<file path="config.mk">
export PLATFORM = sky130hd
export DESIGN_NAME = clipped_interleaved_blit_core
export DESIGN_NICKNAME = d
export VERILOG_FILES = /design/src/sv/clb_pkg.sv /design/src/sv/clb_in_stage.sv /design/src/sv/clb_calc.sv /design/src/sv/clb_out_stage.sv /design/src/sv/clipped_interleaved_blit_core.sv
export SDC_FILE = /design/constraint.sdc
export NUM_CORES = 1
export LEC_CHECK = 0
export BUFFER_PORTS_ARGS = -buffer_cell sky130_fd_sc_hd__buf_2
export CAP_MARGIN = 20
export CORE_ASPECT_RATIO = 2
export CORE_MARGIN = 2
export CORE_UTILIZATION = 60
export DETAILED_ROUTE_END_ITERATION = 12
export PLACE_DENSITY = 0.89
export SETUP_SLACK_MARGIN = 0.5
export SYNTH_ARGS = -nofsm -noshare
export SYNTH_HDL_FRONTEND = slang
export SYNTH_SLANG_ARGS = --single-unit
</file>
<file path="constraint.sdc">
create_clock -name i_clk -period 7.8 [get_ports i_clk]
set_input_delay 0.39 -clock i_clk [delete_from_list [all_inputs] [get_ports i_clk]]
set_output_delay 0.39 -clock i_clk [all_outputs]
set_load 0.02 [all_outputs]
</file>
<file path="src/sv/clb_pkg.sv">
// ----------------------------------------------------------------------------
// clb_pkg
// Shared types and constants of the clipped interleaved blit core.
// ----------------------------------------------------------------------------
package clb_pkg;

    localparam logic [7:0]  C_SCREEN_COLUMNS = 8'd32;
    localparam logic [7:0]  C_SCREEN_LINES   = 8'd192;
    localparam logic [15:0] C_BASE_RESET     = 16'h4000;

    typedef struct packed {
        logic             func;
        logic signed [7:0] col;
        logic [7:0]       top_line;
        logic [7:0]       width;
        logic [7:0]       height;
        logic [7:0]       source_byte;
    } t_cmd;

    typedef struct packed {
        logic        write_enable;
        logic [15:0] address;
        logic [7:0]  write_data;
        logic        last;
    } t_res;

endpackage

</file>
<file path="src/sv/clb_in_stage.sv">
// ----------------------------------------------------------------------------
// clb_in_stage
// Input register: captures one command beat and holds it until taken.
// ----------------------------------------------------------------------------
module clb_in_stage (
    input  logic          i_clk,
    input  logic          i_rst_n,
    input  logic          i_valid,
    input  clb_pkg::t_cmd i_cmd,
    input  logic          i_take,
    output logic          o_stall,
    output logic          o_vld,
    output clb_pkg::t_cmd o_cmd
);

    logic          r_vld;
    logic          n_vld;
    clb_pkg::t_cmd r_cmd;
    logic          load;

    assign o_stall = r_vld && !i_take;
    assign load    = i_valid && !o_stall;
    assign n_vld   = load || (r_vld && !i_take);

    always_ff @(posedge i_clk) begin
        if (!i_rst_n) begin
            r_vld <= 1'b0;
        end else begin
            r_vld <= n_vld;
        end
    end

    always_ff @(posedge i_clk) begin
        if (load) begin
            r_cmd <= i_cmd;
        end
    end

    assign o_vld = r_vld;
    assign o_cmd = r_cmd;

endmodule

</file>
<file path="src/sv/clb_calc.sv">
// ----------------------------------------------------------------------------
// clb_calc
// Column and row counters, clipping and interleaved address generation.
// ----------------------------------------------------------------------------
module clb_calc (
    input  logic          i_clk,
    input  logic          i_rst_n,
    input  logic          i_cfg_we,
    input  logic [15:0]   i_cfg_data,
    input  logic          i_adv,
    input  clb_pkg::t_cmd i_cmd,
    output clb_pkg::t_res o_res
);

    localparam logic [7:0] C_COLS  = clb_pkg::C_SCREEN_COLUMNS;
    localparam logic [7:0] C_LINES = clb_pkg::C_SCREEN_LINES;

    logic [15:0]       r_base;
    logic [7:0]        r_col_cnt;
    logic [7:0]        r_row_cnt;
    logic [7:0]        n_col_cnt;
    logic [7:0]        n_row_cnt;
    logic signed [8:0] scr_col;
    logic [7:0]        line;
    logic              visible;
    logic              row_end;
    logic              rect_end;
    logic [12:0]       offset;

    always_comb begin
        scr_col  = {i_cmd.col[7], i_cmd.col} + $signed({1'b0, r_col_cnt});
        line     = i_cmd.top_line + r_row_cnt;
        visible  = !scr_col[8] && (scr_col[7:0] < C_COLS) && (line < C_LINES);
        row_end  = ({1'b0, r_col_cnt} + 9'd1) >= {1'b0, i_cmd.width};
        rect_end = row_end && (({1'b0, r_row_cnt} + 9'd1) >= {1'b0, i_cmd.height});
        offset   = {line[7:6], line[2:0], line[5:3], scr_col[4:0]};

        o_res.write_enable = visible;
        o_res.address      = visible ? (r_base + {3'b000, offset}) : 16'd0;
        o_res.write_data   = (visible && !i_cmd.func) ? i_cmd.source_byte : 8'd0;
        o_res.last         = rect_end;

        n_col_cnt = r_col_cnt;
        n_row_cnt = r_row_cnt;
        if (rect_end) begin
            n_col_cnt = 8'd0;
            n_row_cnt = 8'd0;
        end else if (row_end) begin
            n_col_cnt = 8'd0;
            n_row_cnt = r_row_cnt + 8'd1;
        end else begin
            n_col_cnt = r_col_cnt + 8'd1;
        end
    end

    always_ff @(posedge i_clk) begin
        if (!i_rst_n) begin
            r_base    <= clb_pkg::C_BASE_RESET;
            r_col_cnt <= 8'd0;
            r_row_cnt <= 8'd0;
        end else begin
            if (i_cfg_we) begin
                r_base <= i_cfg_data;
            end
            if (i_adv) begin
                r_col_cnt <= n_col_cnt;
                r_row_cnt <= n_row_cnt;
            end
        end
    end

    a_last_clears: assert property (@(posedge i_clk) disable iff (!i_rst_n)
        (i_adv && rect_end) |=> (r_col_cnt == 8'd0 && r_row_cnt == 8'd0))
        else $error("counters not cleared after last beat");

    a_clip_zero: assert property (@(posedge i_clk) disable iff (!i_rst_n)
        !o_res.write_enable |-> (o_res.address == 16'd0 && o_res.write_data == 8'd0))
        else $error("clipped beat carries nonzero payload");

    a_col_step: assert property (@(posedge i_clk) disable iff (!i_rst_n)
        (i_adv && !row_end) |=> (r_col_cnt == $past(r_col_cnt) + 8'd1))
        else $error("column counter did not advance");

    a_hold: assert property (@(posedge i_clk) disable iff (!i_rst_n)
        (!i_adv && !i_cfg_we) |=> ($stable(r_col_cnt) && $stable(r_row_cnt)))
        else $error("counters moved without a beat");

endmodule

</file>
<file path="src/sv/clb_out_stage.sv">
// ----------------------------------------------------------------------------
// clb_out_stage
// Result register: holds one finished beat until the sink takes it.
// ----------------------------------------------------------------------------
module clb_out_stage (
    input  logic          i_clk,
    input  logic          i_rst_n,
    input  logic          i_vld,
    input  clb_pkg::t_res i_res,
    input  logic          i_stall,
    output logic          o_take,
    output logic          o_valid,
    output clb_pkg::t_res o_res
);

    logic          r_vld;
    logic          n_vld;
    clb_pkg::t_res r_res;

    assign o_take = i_vld && (!r_vld || !i_stall);
    assign n_vld  = o_take || (r_vld && i_stall);

    always_ff @(posedge i_clk) begin
        if (!i_rst_n) begin
            r_vld <= 1'b0;
        end else begin
            r_vld <= n_vld;
        end
    end

    always_ff @(posedge i_clk) begin
        if (o_take) begin
            r_res <= i_res;
        end
    end

    assign o_valid = r_vld;
    assign o_res   = r_res;

endmodule

</file>
<file path="src/sv/clipped_interleaved_blit_core.sv">
// ----------------------------------------------------------------------------
// clipped_interleaved_blit_core
// Path: an accepted input beat is held in the input register, and its result in the result register.
// Throughput: one beat per cycle while the sink does not stall, set by the input and result registers.
// Reset: synchronous active low; counters clear, screen base to 0x4000.
// ----------------------------------------------------------------------------
module clipped_interleaved_blit_core (
    input  logic              i_clk,
    input  logic              i_rst_n,
    input  logic              i_cfg_we,
    input  logic [15:0]       i_cfg_data,
    input  logic              i_valid,
    output logic              o_stall,
    input  logic              i_func,
    input  logic signed [7:0] i_col,
    input  logic [7:0]        i_top_line,
    input  logic [7:0]        i_width,
    input  logic [7:0]        i_height,
    input  logic [7:0]        i_source_byte,
    output logic              o_valid,
    input  logic              i_stall,
    output logic              o_write_enable,
    output logic [15:0]       o_address,
    output logic [7:0]        o_write_data,
    output logic              o_last
);

    clb_pkg::t_cmd in_cmd;
    clb_pkg::t_cmd s1_cmd;
    clb_pkg::t_res calc_res;
    clb_pkg::t_res out_res;
    logic          s1_vld;
    logic          take;

    always_comb begin
        in_cmd.func        = i_func;
        in_cmd.col         = i_col;
        in_cmd.top_line    = i_top_line;
        in_cmd.width       = i_width;
        in_cmd.height      = i_height;
        in_cmd.source_byte = i_source_byte;
    end

    clb_in_stage u_in (
        .i_clk   (i_clk),
        .i_rst_n (i_rst_n),
        .i_valid (i_valid),
        .i_cmd   (in_cmd),
        .i_take  (take),
        .o_stall (o_stall),
        .o_vld   (s1_vld),
        .o_cmd   (s1_cmd)
    );

    clb_calc u_calc (
        .i_clk      (i_clk),
        .i_rst_n    (i_rst_n),
        .i_cfg_we   (i_cfg_we),
        .i_cfg_data (i_cfg_data),
        .i_adv      (take),
        .i_cmd      (s1_cmd),
        .o_res      (calc_res)
    );

    clb_out_stage u_out (
        .i_clk   (i_clk),
        .i_rst_n (i_rst_n),
        .i_vld   (s1_vld),
        .i_res   (calc_res),
        .i_stall (i_stall),
        .o_take  (take),
        .o_valid (o_valid),
        .o_res   (out_res)
    );

    assign o_write_enable = out_res.write_enable;
    assign o_address      = out_res.address;
    assign o_write_data   = out_res.write_data;
    assign o_last         = out_res.last;

endmodule

</file>
Yosys cells after proc, flatten, opt, wreduce, memory -nomap -nowiden
Cells that the tools add are included.
{ "classes": {"addsub": 7, "order_cmp": 4, "n_mux": 4, "n_reduce_logical": 19} }
{ "ops": {"columns": ["op", "n"], "rows": [
  ["$mux W8", 4],
  ["$add A8 B1 Y9 const B", 2],
  ["$ge A9 B8 Y1", 2],
  ["$add A16 B13 Y16", 1],
  ["$add A8 B1 Y8 const B", 2],
  ["$add A9 B8 Y9", 1],
  ["$add A8 B8 Y8", 1],
  ["$logic_and A1 B1 Y1", 8],
  ["$lt A8 B6 Y1 const B", 1],
  ["$lt A8 B8 Y1 const B", 1],
  ["$logic_not A1 Y1", 6],
  ["$logic_or A1 B1 Y1", 3],
  ["$reduce_and A2 Y1", 1],
  ["$reduce_bool A2 Y1", 1]
]} }
{ "word_totals": {"ff_bits": 101, "in_bits": 62, "out_inout_bits": 28, "elab_cells": 49} }

Longest topological paths before layout
{ "logic_depth": {"depth_word": 8, "ltp_mapped": 14, "ltp_nobuf": 14} }

Modules after synthesis
Synthesis repeated with hierarchy kept, for this count alone.
{ "hier_totals": {"hier_cells": 503, "area_unflattened_um2": 5502.8} }
{ "modules_own_cells": {"columns": ["module", "instances", "cells_each", "area_each_um2", "seq_area_each_um2"], "rows": [
  ["clb_calc", 1, 428, 3404.5, 640.6],
  ["clb_in_stage", 1, 45, 1278.7, 1251.2],
  ["clb_out_stage", 1, 30, 819.5, 800.8]
]} }

Worst setup path before layout
No wires, ideal clock.
{ "synth_timing": {"path_kind": "reg2reg", "from": "register u_in.r_cmd, in the netlist u_in.o_cmd[24]", "to": "register u_out.r_res, in the netlist u_out.o_res[23], data pin", "setup_time_ps": 268, "arrival_time_ps": 2796, "t_required_ps": 7532, "setup_slack_ps": 4736, "stages_incl_launch_ff": 14, "path_buffers": 0, "synth_period_minus_slack_ps": 3064, "path_cell_list": "edfxtp_1 ha_1 fa_1 a21o_1 a21oi_2 nor4b_1 or3_1 ha_1 a21o_1 a21o_1 a2bb2oi_1 o21ai_0 xnor2_1 nor3_1"} }
{ "synth_via": {"elab_chain_len": 3, "elab_cells_between_ends": 4, "classes_between": "add/sub (2); order compare (1); reduce/logical (1)"} }
{ "synth_lines": {"columns": ["item", "line_no", "source"], "rows": [
  ["start: declaration", "clb_in_stage.sv:18", "clb_pkg::t_cmd r_cmd;"],
  ["start signal: assignment", "clb_in_stage.sv:35", "r_cmd <= i_cmd;"],
  ["$add A8 B8 Y8 *", "clb_calc.sv:32", "line = i_cmd.top_line + r_row_cnt;"],
  ["parallel branches: the longest is 2 deep, another holds $add A16 B13 Y16", null, null],
  ["end signal: assignment", "clb_out_stage.sv:33", "r_res <= i_res;"],
  ["end: declaration", "clb_out_stage.sv:18", "clb_pkg::t_res r_res;"]
]} }
Every way passes the cells marked *.
A chain may end at the register's enable or synchronous reset.

Worst setup path after layout
{ "layout_timing": {"from": "register u_calc.r_col_cnt[2]", "to": "register u_calc.r_row_cnt[6]"} }
{ "layout_via": {"elab_chain_len": 5, "elab_cells_between_ends": 6, "classes_between": "add/sub (1); order compare (1); mux (1); reduce/logical (3)"} }
{ "layout_lines": {"columns": ["item", "line_no", "source"], "rows": [
  ["start: declaration", "clb_calc.sv:19", "logic [7:0] r_col_cnt;"],
  ["start signal: assignment", "clb_calc.sv:66", "r_col_cnt <= n_col_cnt;"],
  ["$add A8 B1 Y9 *", "clb_calc.sv:34", "row_end = ({1'b0, r_col_cnt} + 9'd1) >= {1'b0, i_cmd.width};"],
  ["$ge A9 B8 Y1 *", "clb_calc.sv:34", null],
  ["$logic_and A1 B1 Y1", "clb_calc.sv:35", "rect_end = row_end && (({1'b0, r_row_cnt} + 9'd1) >= {1'b0, i_cmd.height});"],
  ["$reduce_bool A2 Y1 (no source line)", null, null],
  ["$reduce_and A2 Y1 (no source line)", null, null],
  ["end signal: assignment", "clb_calc.sv:67", "r_row_cnt <= n_row_cnt;"],
  ["end: declaration", "clb_calc.sv:20", "logic [7:0] r_row_cnt;"]
]} }
Every way passes the cells marked *; elsewhere a longest branch is shown, timed or not.

==> results.toml <==
[status]
status = "complete, no violations"

[worst_hold_path]
hold_path.class = "input pin to flop"
whs_path_depth = 1
min_from = "i_col[3]"

[sta]
max_freq_mhz = 287
min_period_ps = 3490
max-slew-margin-rel_pct = 45.9
tightest_slew_ps = 809
slew_viol_final = 0
worst_clock_skew_ps = 9.79
setup-violations-final = 0
setup-tns-final_ps = 0
final_hold_viol_count = 0
grt_setup_unrepaired = "false"
fin_crit_sh_pct = 44.7
fin_worst_hold_slack_ps = 203
setup_ws_ps = 4310

[floorplan]
io_pins = 90
die_w_um = 72.0
die_h_um = 140
dieArea_um2 = 10100
core-area_um2 = 9010
fp-row-count = 49
start_util_pct = 61.7

[setup_path]
crit_fanout = 13
worst_setup_path_start_kind = "flop"
crit_end = "u_calc.r_row_cnt[6]"
crit_type = "flop to flop"
critPathLaunch = "u_calc.r_col_cnt[2]"
reg2reg_depth = 11
arrival_ps = 3720
rr_endpoint = "u_calc.r_row_cnt[6]"
r2r_start = "u_calc.r_col_cnt[2]"
cp-end-kind = "flop"
critPathRequiredTime_ps = 8030
ff2ff_setup_slack_ps = 4310

[placement]
pre_cts_ws_ps = 4420
port_buffers = 89
post-dp-hpwl_um = 8660
placed_cell_area_um2 = 6050
dp_cells = 671
gp_congestion = 1.02

[layout]
final_core_util_pct = 71.7
seqCellArea_um2 = 2690
multiInputGateArea_um2 = 2690
nNetsFinal = 694
n_fill_cell = 634
drive_above_1_share_pct = 20.4
antenna_cells = 0
final_cells = 690
areaGrowthSynthToFinish_pct = 16.2
fin_area_um2 = 6460

[power_and_ir_drop]
p_total_mw = 1.25
power.share.clock_pct = 39.0
ir_worst_vdd_v = 0.000171
seq_power_share_pct = 49.0
leakage_nw = 2.73
swShare_pct = 23.6
power_switching_uw = 294
p_int_uw = 951
pwr-share-comb_pct = 12.0
p_per_area_nw_per_um2 = 193

[clocking]
holdBufCountCts = 0
cts_made_buffers = 9
cts_setup_buffers = 0
insertion_delay_ps = 360
clockBufferDepth = 2
cts_tree = "yes"
h-tree-depth = 3
cts-resized-gates = 0
cts.sinks = 101
clock-root-buffer = "clkbuf_16"
clk_pin_slew_worst_paths_ps = 70

[global_route]
track_usage_pct = 24.8
grt_pass1_wl_um = 19400
grt_pass1_vias = 4199
grt_max_degree = 49
overflow = 0
antenna_found_initial = 0

[yosys]
synth_nets = 606
synth_area_leader_cell = "edfxtp_1"
synth_edf_count = 67
yosysMostFrequentCell = "edfxtp_1"
synth-main-ff-cell = "edfxtp_1"
seq_area_frac_synth_pct = 48.5
yosysWarnings = 0
synthTopCellsByCount = "67 x edfxtp_1, 46 x ha_1, 34 x dfxtp_1"
synth_seq_cells = 101
synth_area_um2 = 5560
async_flop_share_pct = 0
synth.avg_cell_area_um2 = 11.2
synth_top_area_share_pct = 36.2
syn_inst = 495
ys_types = 52
netlist_top_cells_area = "edfxtp_1 36%, dfxtp_1 12%, ha_1 10%"

[detailed_routing]
drt_wl_total_um = 11800
ant_nets = 0
vias = 4185
drcViolationCount = 0
drt_iter0_drc = 257
drtPass1Iterations = 5
drt-vias-per-instance = 6.07
wire_per_inst_um = 17.1

[flow_run]
maxCapViolCount = 0
==> layout by cell type (no fill, tap or decap), types with 18 or more instances in the layout <==
master / synthesis / routed
a21oi_1: 25 / 25
buf_2: 1 / 89
dfxtp_1: 34 / 34
edfxtp_1: 67 / 67
ha_1: 46 / 46
inv_1: 25 / 25
nand2_1: 33 / 33
nor2_1: 18 / 18
nor2b_1: 20 / 19
xnor2_1: 19 / 19
==> power groups by stage <==
stage          logic [mW]  registers (mW)  clock network (mW)
3_5_place_dp        0.142           0.622                   0
3_3_place_gp        0.135           0.622                   0
4_1_cts             0.143           0.611               0.486
2_1_floorplan      0.0935           0.627                   0
5_1_grt             0.166           0.612               0.509
6_report            0.150           0.610               0.485
==> flip-flops by register name, summed over array words and instances (netlist names) <==
name / count
u_in.o_cmd: 41
u_calc.r_row_cnt: 8
u_out.o_valid: 1
u_in.o_vld: 1
u_calc.r_col_cnt: 8
u_calc.r_base: 16
u_out.o_res: 26
==> how the worst min path moves through the flow <==
stage / to / slack, ps
2_1_floorplan: u_out.o_valid / 470
3_3_place_gp: u_out.o_valid / 480
3_5_place_dp: u_out.o_valid / 500
4_1_cts: u_in.o_cmd[30] / 200
5_1_grt: u_in.o_cmd[36] / 200
6_report: u_in.o_cmd[35] / 200
==> kinds of logic (layout without fill, tap and decap cells) <==
family,count (synthesis),count (layout),share of synthesized area (%)
and+or+nand+nor,155,155,16.8
buffers and inverters,40,133,3.29
muxes,17,17,3.06
DFF,101,101,48.5
AOI/OAI and AO/OA,100,100,11.8
xor gates and xnor gates,33,33,5.20
adders and majority gates,49,49,11.4
==> cell type report <==
| cell class | instances | area share [%] |
|---|---|---|
| multi-input cells | 354 | 41.6 |
| clock inverters | 5 | 1.30 |
| repair buffers | 92 | 8.18 |
| well taps | 102 | 1.98 |
| clock buffers | 11 | 3.76 |
| flip-flops and latches | 101 | 41.7 |
| inverters | 25 | 1.45 |
==> layer usage <==
| layer | track usage, % | share of wire [%] | vias up |
|---|---|---|---|
| met5 | 0 | 0 | - |
| met4 | 13.4 | 4.5 | 0 |
| met3 | 4.46 | 3.8 | 45 |
| met2 | 45.5 | 56 | 133 |
| met1 | 25.8 | 36 | 1986 |
| li1 | - | - | 2021 |
==> worst max-delay path, cell delays in order (launching register included) <==
cell and delay (ps):
dfxtp_1 500, and3_1 250, and3_1 200, nand3_1 100, xnor2_1 240, ha_1 300, and3_1 200, a221o_1 350
a31oi_1 250, o21a_1 470, nand4b_1 360, o211ai_1 140
Power figures use the tool's default switching activity.
